[src/design/smmh_pkg.sv]
// Shared types and constants for the symmetric min-max heap unit.
// No dependencies; imported by smmh_core and symmetric_min_max_heap_unit.
package smmh_pkg;

	localparam int HEAP_SLOTS = 64;
	localparam int SLOT_W     = $clog2(HEAP_SLOTS);
	localparam int WIDE_W     = SLOT_W + 2;
	localparam int KEY_W      = 32;
	localparam int FUNC_W     = 2;
	localparam int STAT_W     = 2;
	localparam int OCC_W      = 6;

	localparam logic [FUNC_W-1:0] FUNC_INSERT  = 2'd0;
	localparam logic [FUNC_W-1:0] FUNC_DEL_MIN = 2'd1;
	localparam logic [FUNC_W-1:0] FUNC_DEL_MAX = 2'd2;

	localparam logic [STAT_W-1:0] STAT_DONE  = 2'd0;
	localparam logic [STAT_W-1:0] STAT_EMPTY = 2'd1;
	localparam logic [STAT_W-1:0] STAT_FULL  = 2'd2;

	typedef logic [SLOT_W-1:0] slot_t;
	typedef logic [WIDE_W-1:0] wide_t;

	typedef struct packed {
		logic [FUNC_W-1:0]       func;
		logic signed [KEY_W-1:0] value;
	} smmh_in_t;

	typedef struct packed {
		logic signed [KEY_W-1:0] removed_value;
		logic [STAT_W-1:0]       status;
		logic [OCC_W-1:0]        occupancy;
	} smmh_out_t;

endpackage

[src/design/smmh_core.sv]
// Heap sequencer: key store, registered read ports, one compare path per step.
// Depends on smmh_pkg.
module smmh_core (
	input  logic               clk,
	input  logic               arst_n,
	input  logic               cmd_valid,
	output logic               cmd_ready,
	input  smmh_pkg::smmh_in_t  cmd,
	output logic               res_valid,
	input  logic               res_ready,
	output smmh_pkg::smmh_out_t res
);
	import smmh_pkg::*;

	typedef enum logic [7:0] {
		S_IDLE    = 8'b0000_0001,
		S_INS_SIB = 8'b0000_0010,
		S_INS_UP  = 8'b0000_0100,
		S_DEL_LD  = 8'b0000_1000,
		S_SIB     = 8'b0001_0000,
		S_KID     = 8'b0010_0000,
		S_PUT     = 8'b0100_0000,
		S_FIN     = 8'b1000_0000
	} state_t;

	// left child of the grandparent: (slot / 4) * 2
	function automatic slot_t gp_left(input slot_t s);
		gp_left = {1'b0, s[SLOT_W-1:2], 1'b0};
	endfunction

	state_t                  state_q, state_d;
	slot_t                   cur_q, cur_d;
	slot_t                   last_q, last_d;
	logic                    is_max_q, is_max_d;
	logic signed [KEY_W-1:0] x_q, x_d;
	logic signed [KEY_W-1:0] removed_q, removed_d;
	logic [STAT_W-1:0]       status_q, status_d;

	logic signed [KEY_W-1:0] mem [HEAP_SLOTS];
	logic signed [KEY_W-1:0] rd0_q, rd1_q;
	logic                    we;
	slot_t                   wa, ra0, ra1;
	logic signed [KEY_W-1:0] wd;

	wide_t                   cur_w, last_w, sib_a, c_a, c2_a, pick_a;
	logic                    c2_ok, swap, pick, stop;
	logic signed [KEY_W-1:0] kid_m;
	slot_t                   nxt, ncur;

	always_ff @(posedge clk) begin
		if (we) begin
			mem[wa] <= wd;
		end
		rd0_q <= mem[ra0];
		rd1_q <= mem[ra1];
	end

	assign cur_w  = wide_t'(cur_q);
	assign last_w = wide_t'(last_q);

	// sibling and child slots of the current hole
	always_comb begin
		if (is_max_q) begin
			sib_a = cur_w - WIDE_W'(1);
			c_a   = ((cur_w << 1) - WIDE_W'(1) <= last_w) ? (cur_w << 1) - WIDE_W'(1)
			                                             : (cur_w << 1) - WIDE_W'(2);
			c2_a  = ((cur_w << 1) + WIDE_W'(1) <= last_w) ? (cur_w << 1) + WIDE_W'(1)
			                                             : (cur_w << 1);
		end else begin
			sib_a = cur_w + WIDE_W'(1);
			c_a   = cur_w << 1;
			c2_a  = (cur_w << 1) + WIDE_W'(2);
		end
		c2_ok = (c2_a <= last_w);
		if (is_max_q) begin
			swap = (x_q < rd0_q);
			pick = c2_ok && (rd1_q > rd0_q);
		end else begin
			swap = (sib_a <= last_w) && (x_q > rd0_q);
			pick = c2_ok && (rd1_q < rd0_q);
		end
		kid_m  = pick ? rd1_q : rd0_q;
		pick_a = pick ? c2_a : c_a;
		stop   = is_max_q ? (kid_m <= x_q) : (kid_m >= x_q);
	end

	always_comb begin
		state_d   = state_q;
		cur_d     = cur_q;
		last_d    = last_q;
		is_max_d  = is_max_q;
		x_d       = x_q;
		removed_d = removed_q;
		status_d  = status_q;
		we        = 1'b0;
		wa        = cur_q;
		wd        = x_q;
		ra0       = '0;
		ra1       = '0;
		nxt       = last_q + SLOT_W'(1);
		ncur      = cur_q;
		case (state_q)
			S_IDLE: begin
				if (cmd_valid) begin
					removed_d = '0;
					status_d  = STAT_DONE;
					x_d       = cmd.value;
					is_max_d  = (cmd.func == FUNC_DEL_MAX);
					case (cmd.func)
						FUNC_INSERT: begin
							if (last_q == SLOT_W'(HEAP_SLOTS - 1)) begin
								status_d = STAT_FULL;
								state_d  = S_FIN;
							end else begin
								last_d = nxt;
								cur_d  = nxt;
								if (nxt[0]) begin
									ra0     = last_q;
									state_d = S_INS_SIB;
								end else if (nxt[SLOT_W-1:2] != '0) begin
									ra0     = gp_left(nxt);
									ra1     = gp_left(nxt) | SLOT_W'(1);
									state_d = S_INS_UP;
								end else begin
									state_d = S_PUT;
								end
							end
						end
						FUNC_DEL_MIN, FUNC_DEL_MAX: begin
							if (last_q < SLOT_W'(2)) begin
								status_d = STAT_EMPTY;
								state_d  = S_FIN;
							end else begin
								ra0     = last_q;
								ra1     = (cmd.func == FUNC_DEL_MAX && last_q != SLOT_W'(2))
								          ? SLOT_W'(3) : SLOT_W'(2);
								state_d = S_DEL_LD;
							end
						end
						default: begin
							state_d = S_FIN;
						end
					endcase
				end
			end
			S_INS_SIB: begin
				if (x_q < rd0_q) begin
					we   = 1'b1;
					wd   = rd0_q;
					ncur = cur_q - SLOT_W'(1);
				end
				cur_d = ncur;
				if (ncur[SLOT_W-1:2] != '0) begin
					ra0     = gp_left(ncur);
					ra1     = gp_left(ncur) | SLOT_W'(1);
					state_d = S_INS_UP;
				end else begin
					state_d = S_PUT;
				end
			end
			S_INS_UP: begin
				if (x_q < rd0_q || x_q > rd1_q) begin
					we = 1'b1;
					if (x_q < rd0_q) begin
						wd   = rd0_q;
						ncur = gp_left(cur_q);
					end else begin
						wd   = rd1_q;
						ncur = gp_left(cur_q) | SLOT_W'(1);
					end
					cur_d = ncur;
					if (ncur[SLOT_W-1:2] != '0) begin
						ra0     = gp_left(ncur);
						ra1     = gp_left(ncur) | SLOT_W'(1);
						state_d = S_INS_UP;
					end else begin
						state_d = S_PUT;
					end
				end else begin
					state_d = S_PUT;
				end
			end
			S_DEL_LD: begin
				last_d = last_q - SLOT_W'(1);
				if (last_q == SLOT_W'(2)) begin
					removed_d = rd0_q;
					state_d   = S_FIN;
				end else begin
					removed_d = rd1_q;
					x_d       = rd0_q;
					if (!is_max_q) begin
						cur_d   = SLOT_W'(2);
						ra0     = SLOT_W'(3);
						state_d = S_SIB;
					end else if (last_q == SLOT_W'(3)) begin
						// the last key was the maximum itself
						state_d = S_FIN;
					end else begin
						cur_d   = SLOT_W'(3);
						ra0     = SLOT_W'(2);
						state_d = S_SIB;
					end
				end
			end
			S_SIB: begin
				if (swap) begin
					we  = 1'b1;
					wa  = sib_a[SLOT_W-1:0];
					wd  = x_q;
					x_d = rd0_q;
				end
				ra0     = c_a[SLOT_W-1:0];
				ra1     = c2_a[SLOT_W-1:0];
				state_d = (c_a > last_w) ? S_PUT : S_KID;
			end
			S_KID: begin
				if (stop) begin
					state_d = S_PUT;
				end else begin
					we    = 1'b1;
					wd    = kid_m;
					ncur  = pick_a[SLOT_W-1:0];
					cur_d = ncur;
					if (!is_max_q) begin
						ra0     = ncur + SLOT_W'(1);
						state_d = S_SIB;
					end else if (!ncur[0]) begin
						// left leaf on the max side: no sibling to order, nothing below
						state_d = S_PUT;
					end else begin
						ra0     = ncur - SLOT_W'(1);
						state_d = S_SIB;
					end
				end
			end
			S_PUT: begin
				we      = 1'b1;
				state_d = S_FIN;
			end
			S_FIN: begin
				if (res_ready) begin
					state_d = S_IDLE;
				end
			end
			default: begin
				state_d = S_IDLE;
			end
		endcase
	end

	always_ff @(posedge clk or negedge arst_n) begin
		if (!arst_n) begin
			state_q <= S_IDLE;
			last_q  <= SLOT_W'(1);
		end else begin
			state_q <= state_d;
			last_q  <= last_d;
		end
	end

	always_ff @(posedge clk) begin
		cur_q     <= cur_d;
		is_max_q  <= is_max_d;
		x_q       <= x_d;
		removed_q <= removed_d;
		status_q  <= status_d;
	end

	assign cmd_ready         = (state_q == S_IDLE);
	assign res_valid         = (state_q == S_FIN);
	assign res.removed_value = removed_q;
	assign res.status        = status_q;
	assign res.occupancy     = OCC_W'(last_q - SLOT_W'(1));

endmodule

[src/design/symmetric_min_max_heap_unit.sv]
// Symmetric min-max heap unit: valid/ready ports and output word register.
// Depends on smmh_pkg and smmh_core.

// Double-ended priority queue of up to 62 signed 32-bit keys. Each input word is
// an insert, delete-min or delete-max and yields one output word with the removed
// key, a status and the key count. One word is in work at a time; the work runs
// on the single key store with two registered read ports and one write port.
// An insert walks up the heap from the new leaf and a delete walks down from the
// root pair; each result then moves into the output register. Words that find
// the heap empty or full, and words with the unused code, skip the walk. A new
// word is taken while the previous result still waits in the output register.
module symmetric_min_max_heap_unit (
	input  logic               clk,
	input  logic               arst_n,
	input  logic               in_valid,
	output logic               in_ready,
	input  smmh_pkg::smmh_in_t  in_data,
	output logic               out_valid,
	input  logic               out_ready,
	output smmh_pkg::smmh_out_t out_data
);
	import smmh_pkg::*;

	logic      res_valid, res_ready;
	smmh_out_t res;
	logic      out_valid_q;
	smmh_out_t out_q;

	smmh_core u_core (
		.clk       (clk),
		.arst_n    (arst_n),
		.cmd_valid (in_valid),
		.cmd_ready (in_ready),
		.cmd       (in_data),
		.res_valid (res_valid),
		.res_ready (res_ready),
		.res       (res)
	);

	assign res_ready = !out_valid_q || out_ready;

	always_ff @(posedge clk or negedge arst_n) begin
		if (!arst_n) begin
			out_valid_q <= 1'b0;
		end else if (res_valid && res_ready) begin
			out_valid_q <= 1'b1;
		end else if (out_ready) begin
			out_valid_q <= 1'b0;
		end
	end

	always_ff @(posedge clk) begin
		if (res_valid && res_ready) begin
			out_q <= res;
		end
	end

	assign out_valid = out_valid_q;
	assign out_data  = out_q;

endmodule

[config.mk]
export PLATFORM = sky130hd
export DESIGN_NAME = symmetric_min_max_heap_unit
export DESIGN_NICKNAME = d
export VERILOG_FILES = /design/src/design/smmh_pkg.sv /design/src/design/smmh_core.sv /design/src/design/symmetric_min_max_heap_unit.sv
export SDC_FILE = /design/constraint.sdc
export NUM_CORES = 2
export LEC_CHECK = 0
export BUFFER_PORTS_ARGS = -buffer_cell sky130_fd_sc_hd__buf_2
export CAP_MARGIN = 20
export CELL_PAD_IN_SITES_DETAIL_PLACEMENT = 1
export CELL_PAD_IN_SITES_GLOBAL_PLACEMENT = 2
export CORE_MARGIN = 2
export CORE_UTILIZATION = 43
export CTS_CLUSTER_SIZE = 30
export DETAILED_ROUTE_END_ITERATION = 12
export GPL_TIMING_DRIVEN = 1
export PLACE_DENSITY = 0.84
export SLEW_MARGIN = 20
export SYNTH_ARGS = -nofsm -noshare
export SYNTH_HDL_FRONTEND = slang
export SYNTH_SLANG_ARGS = --single-unit
[constraint.sdc]
create_clock -name clk -period 10.2 [get_ports clk]
set_input_delay 0 -clock clk [delete_from_list [all_inputs] [get_ports clk]]
set_output_delay 0 -clock clk [all_outputs]
set_load 0.03 [all_outputs]
---- Word level (Yosys, flattened, before mapping) ----
Memories as Yosys holds them, arrays and structs flattened. A register that Yosys moved wholly into a read port is not among the register bits.
Cells that the tools add are included.
Widths: inputs -> output; s select.
storage, ports and cells
  bits in registers ....................... 128
  bits in writable memories ............... 2048
  bits of input ports ..................... 38
  output and inout bits ................... 42
  memories ................................ 1
operators by class
  add/subtract/negate cells ............... 11
  order comparisons ....................... 13
  equal/unequal tests ..................... 24
  muxes and demuxes ....................... 96
  reductions and logical operators ........ 24
memory list
  name        depth  bits a word  read ports  clocked after memory_dff  wr ports  line             RTL
  u_core.mem  64     32           2           2                         1         smmh_core.sv:39  logic signed [KEY_W-1:0] mem [HEAP_SLOTS];
operators by type and width
  cell                 number
  $mux 32              10
  $pmux 32 s3          2
  $mux 6               30
  $mux 8               15
  $gt 32x32->1         3
  $lt 32x32->1         2
  $pmux 32 s2          1
  $pmux 8 s8           1
  $mux 7               6
  $pmux 6 s2           3
  $pmux 6 s6           1
  $ge 32x32->1         1
  $le 32x32->1         1
  $le 8x6->1           4
  $mux 5               6
  $pmux 6 s5           1
  $pmux 6 s4           1
  $sub 6x1->6 const B  3
  $pmux 8 s2           1
  $mux 1               14
  $add 6x1->6 const B  2
  $eq 6x2->1 const B   2
  $reduce_bool 4->1    3
  $ne 2x1->1 const B   5
  other kinds (37)     50

---- Logic depth before layout (Yosys ltp) ----
  depth after elaboration ................. 14
  mapped depth ............................ 40
  depth with buffers taken out ............ 34

---- Cells and area by module ----
Synthesis repeated with hierarchy kept, for this count alone.
unflattened totals
  cell total of the unflattened synthesis .. 10807
  area total of the unflattened synthesis .. 113720.3 µm²
by module, submodules not included
  module                       instances  cells each  area each (µm²)  seq. area each (µm²)
  smmh_core                    1          10763       112465.4         65325.2
  symmetric_min_max_heap_unit  1          44          1255.0           1226.2

---- Worst setup path before layout ----
Ideal clock, no wire load.
  kind .................................... register -> register
  start point ............................. reg u_core.last_q[2]
  end point ............................... mem u_core.mem[0][31], data pin
  arrival time ............................ 8419 ps
  setup slack ............................. 1079 ps
  cell stages (with the launch flop) ...... 34
  buffers on the path ..................... 4
  period minus slack after synthesis ...... 9121 ps
  cell sequence ........................... dfrtp_1 buf_2 inv_1 ha_1 nor2b_1 o21a_1 o21a_1 o21ai_0 a32oi_1 or3_1 ha_1 nor2b_1 o21a_1 o21ai_0 a21oi_1 or2_1 nor3_1 mux2_2 nor2_1 clkbuf_1 clkbuf_1 nand2_1 o21ai_0 ha_1 a21oi_1 o21ai_0 a221o_1 o31ai_1 a32oi_1 xnor2_1 and2_1 clkbuf_1 a2111oi_0 o21ai_0
on the way
  longest elaborated chain between the ends .. 11
  elaborated cells between the ends (all ways) .. 13
  classes of those cells .................. 4 x order compare; 7 x mux; 2 x reduce/logical
ends and longest elaborated chain
  element                                       line                              RTL
  start, declared                               smmh_core.sv:33                   slot_t last_q, last_d;
  start signal, assigned                        smmh_core.sv:257                  last_q <= last_d;
  $le 8x6->1                                    smmh_core.sv:67                   c2_a = ((cur_w << 1) + WIDE_W'(1) <= last_w) ? (cur_w << 1) + WIDE_W'(1)
  $mux 8                                        smmh_core.sv:67
  $mux 8                                        smmh_core.sv:63                   if (is_max_q) begin
  $le 8x6->1 *                                  smmh_core.sv:74                   c2_ok = (c2_a <= last_w);
  $logic_and 1x1->1, on equally long branches   smmh_core.sv:80, smmh_core.sv:77
  $mux 1 *                                      smmh_core.sv:75                   if (is_max_q) begin
  $mux 32 *                                     smmh_core.sv:82                   kid_m = pick ? rd1_q : rd0_q;
  $ge 32x32->1 or $le 32x32->1 (tied branches)  smmh_core.sv:84                   stop = is_max_q ? (kid_m <= x_q) : (kid_m >= x_q);
  $mux 1                                        smmh_core.sv:84
  $mux 32 *                                     smmh_core.sv:217                  if (stop) begin
  $pmux 32 s3 *                                 smmh_core.sv:102                  case (state_q)
  via u_core.wd[31]                             smmh_core.sv:43                   logic signed [KEY_W-1:0] wd;
  end, declared                                 smmh_core.sv:39
The timed path passes the listed nets; every way through them passes the cells marked *.

---- Worst setup path after layout ----
  start point ............................. reg u_core.rd0_q[7], read port of u_core.mem
  end point ............................... reg u_core.rd0_q[29], read port of u_core.mem
on the way
  longest elaborated chain between the ends .. 9
  elaborated cells between the ends (all ways) .. 23
  classes of those cells .................. 2 x add/sub; 5 x order compare; 12 x mux; 4 x reduce/logical
ends and longest elaborated chain
  element                                                               line              RTL
  start, declared                                                       smmh_core.sv:40   logic signed [KEY_W-1:0] rd0_q, rd1_q;
  parallel branches: the longest is 8 deep, another holds $lt 32x32->1  --
  $pmux 6 s6 *                                                          smmh_core.sv:102
Every way passes the cells marked *. The select of a mux whose other input is x is not followed.
A chain may end at the register's enable or synchronous reset.

==> impl_metrics.yaml <==
status:
  run_status: "complete, no violations"
clocking:
  cts_root_buf: "clkbuf_16"
  cts_buffers: 246
  cts.clk_slew.worst_paths_ps: 60
  h-tree-depth: 4
  cts_setup_buffers: 0
  cts_tree: "yes"
  insertion_delay_ps: 950
  cts.sinks: 2240
  clockBufferDepth: 4
power:
  seq_power_share_pct: 33.2
  p_switching_mw: 16.42
  p_comb_share_pct: 43.7
  p_clk_share_pct: 23.1
  p_leak_nw: 48.15
  p_per_area_nw_per_um2: 295.8
  p_sw_share_pct: 42.57
  p_int_mw: 22.14
  vdd_drop_max_uv: 208.7
detailed_routing:
  drt-pass1-iter-count: 6
  postRouteAntennaNets: 0
  vias_per_cell: 6.555
  num_vias: 97050
  wl_um: 482900
  wl_per_cell_um: 32.62
  drc: 0
  drt_iter0_drc: 12730
setup_path:
  critPathKind: "reg2reg"
  crit_required_ps: 11030
  arrival_ps: 10730
  cpMaxStageDelayCell: "dfxtp_1"
  slowest_delay_ps: 820
  crit_top_cell: "buf_4"
  endpoint_kind: "flop"
  start_kind: "flop"
  cp_max_fo: 29
synth:
  synth_xor_area_share_pct: 0.2936
  synthSimpleGateAreaFrac_pct: 20.11
  syn_inst: 10960
  synthMuxAreaShare_pct: 5.984
  synth-compound-area-share_pct: 9.683
  yosysUniqueCellTypes: 88
  synth_top_family_by_area: "simple AND/OR/NAND/NOR gates"
  syn_nets: 11170
  synth_seq_cells: 2240
  synth_async_sr_flop_share_pct: 0.6696
  synth_fa_ha_area_share_pct: 1.854
  syn_area_um2: 113300
  yosys_warnings: 0
  synth-main-ff-cell: "edfxtp_1"
  syn_area_per_cell_um2: 10.34
  synth_edf_count: 2161
  synth.yosys.seq_area_share_pct: 58.71
global_route:
  grt_pass1_vias: 97150
  grt_pass1_wl_um: 685300
  antenna_found_initial: 28
  grtUsageTotal_pct: 35.10
  overflow: 0
  grt_max_degree: 171
hold_path:
  hp-class: "in2reg"
sta:
  finalSetupTns_ps: 0
  hold-worst-slack_ps: 55.32
  slew_headroom_pct: 16.23
  slew_viol_final: 0
  finalCritPeriodShare_pct: 97.07
  finalWorstSetupSlack_ps: 298.7
  worstMarginPinSlew_ps: 1252
  fin_skew_ps: 67.00
  hold_viol_final: 0
  fmax_mhz: 101.0
  finalSetupViolCount: 0
  rsz0062_at_grt: "false"
  min_period_ps: 9901
floorplan:
  row_count: 188
  coreArea_um2: 262300
  fp.dieW_um: 517.4
  fp.dieH_um: 517.4
  start_util_pct: 43.22
  ios: 80
  die-area_um2: 267700
layout:
  num-nets-final: 11290
  drive_gt1_share_pct: 10.58
  seqCellArea_um2: 66550
  multi_input_area_um2: 43790
  stdcell_count: 14810
  nFillCells: 27970
  syn_to_final_growth_pct: 15.02
run:
  cap_violations: 0
place:
  place_hpwl_um: 298800
  gp_congestion: 0.9428
  io_buffers: 79
  dp_slack_ps: 638.9
  place_inst: 14270
## layer usage
layer  global-route usage [%]  vias to the layer above  share of wire (%)
met4                    16.48                       24                5.1
met2                    55.15                     5696                 45
met3                    7.635                     1272                 11
met5                        0                        -              0.039
met1                    46.24                    49710                 39
li1                         -                    40350                  -
## layout by cell type (no fill, tap or decap), drive strengths merged, types with 68 or more instances in the layout
cell type    instances
ha                 168
and2               146
a211oi             150
mux2i              609
dlygate4sd3         73
clkbuf             327
buf                608
a21oi              634
clkinv              84
a22oi              158
nand2             3112
nor3                68
inv                144
nor4               109
o22ai              151
nand3             1295
nor2               192
a31oi               92
o21ai              204
a311oi             135
and3               145
edfxtp            2161
## registers in the layout (all words and copies together) (netlist names)
name	count
u_core.x_q	32
out_valid	1
u_core.is_max_q	1
u_core.state_q	8
u_core.mem	2048
u_core.rd1_q	32
u_core.last_q	6
u_core.cur_q	6
u_core.status_q	2
u_core.removed_q	32
out_data	40
u_core.rd0_q	32
## worst max-delay path, delay by kind of cell (launching register included)
family                   cells  cell delay [ps]
flip-flops                   1              820
multiplexers                 1              460
adder cells (fa/ha/maj)      2              690
AND/OR/NAND/NOR              9             2060
AO/OA/AOI/OAI               13             4050
buffers and inverters        7             1620
## cell type report
class	instances	area share [%]
Tap cell	3515	3.373
Multi-Input combinational cell	7773	33.59
Timing Repair Buffer	682	5.595
Clock inverter	122	0.8954
Clock buffer	326	5.085
Antenna cell	9	0.01727
Sequential cell	2240	51.05
Inverter	138	0.3973
## through the flow
step           power [mW]  area, um2  util (%)
2_1_floorplan       21.77     113400         -
3_3_place_gp        28.74     121800     46.44
3_5_place_dp        29.18     121800     46.44
4_1_cts             38.07     130300     49.69
5_1_grt             39.81     130400     49.70
6_report            38.56     130400     49.71
## cells in the mapped netlist (10+ instances only)
cell,count,area (um2)
nor4_2,32,400.4
mux2_2,37,416.7
a32o_1,32,320.3
and3_1,145,907.1
a221o_1,41,410.4
o21ai_0,157,785.8
mux2i_1,609,6096
a21o_1,24,180.2
nor2b_1,17,106.4
o22ai_1,151,944.7
nand4_1,51,319.1
dfrtp_1,13,325.3
edfxtp_1,2161,64890
xor2_1,10,87.58
inv_1,136,510.5
and2_1,144,900.9
or3_1,12,75.07
nor4_1,77,481.7
xnor2_1,28,245.2
nand2_1,3112,11680
nor3_1,66,330.3
a22oi_1,158,1186
dfxtp_1,64,1281
buf_2,159,795.8
nand3_1,1295,6481
a211oi_1,146,1096
a311oi_1,135,1182
clkbuf_1,534,2004
mux4_2,12,270.3
nand2b_1,10,62.56
o21ai_1,47,235.2
buf_1,112,420.4
a21oi_1,632,3163
nor2_1,190,713.2
a32oi_1,11,96.34
a31oi_1,91,569.3
ha_1,168,2102
o211ai_1,12,90.09
## final timing paths
path,from,end,slack (ps),cells past startpoint
max,u_core.rd0_q[7],u_core.rd0_q[29],300,32
min,in_data[33],u_core.is_max_q,60,3
max reg2reg,u_core.rd0_q[7],u_core.rd0_q[29],300,32
min reg2reg,u_core.removed_q[7],out_data[15],420,0
max in group asynchronous,arst_n,u_core.last_q[1],9420,3
min in group asynchronous,arst_n,u_core.state_q[7],250,3
## logic make-up after synthesis
| family | after synthesis |
|---|---|
| flip-flops | 2240 |
| AO/OA/AOI/OAI | 1716 |
| multiplexers | 658 |
| buffers and inverters | 951 |
| XOR/XNOR | 38 |
| AND/OR/NAND/NOR | 5193 |
| adder cells (fa/ha/maj) | 168 |
## timing repair
item | in CTS | in global routing
hold endpoints to repair | 174 | 0
gates resized for setup | 0 | 0
hold buffers | 73 | 0
## power groups by stage
stage | logic (mW) | registers, mW | clock network, mW
final | 16.8 | 12.8 | 8.91
after global routing | 17.7 | 12.8 | 9.26
after CTS | 16.4 | 12.7 | 8.95
after detailed placement | 16.3 | 12.9 | 0
after global placement | 15.8 | 12.9 | 0
after floorplan | 9.23 | 12.5 | 0
(Power assumes the default switching activity.)
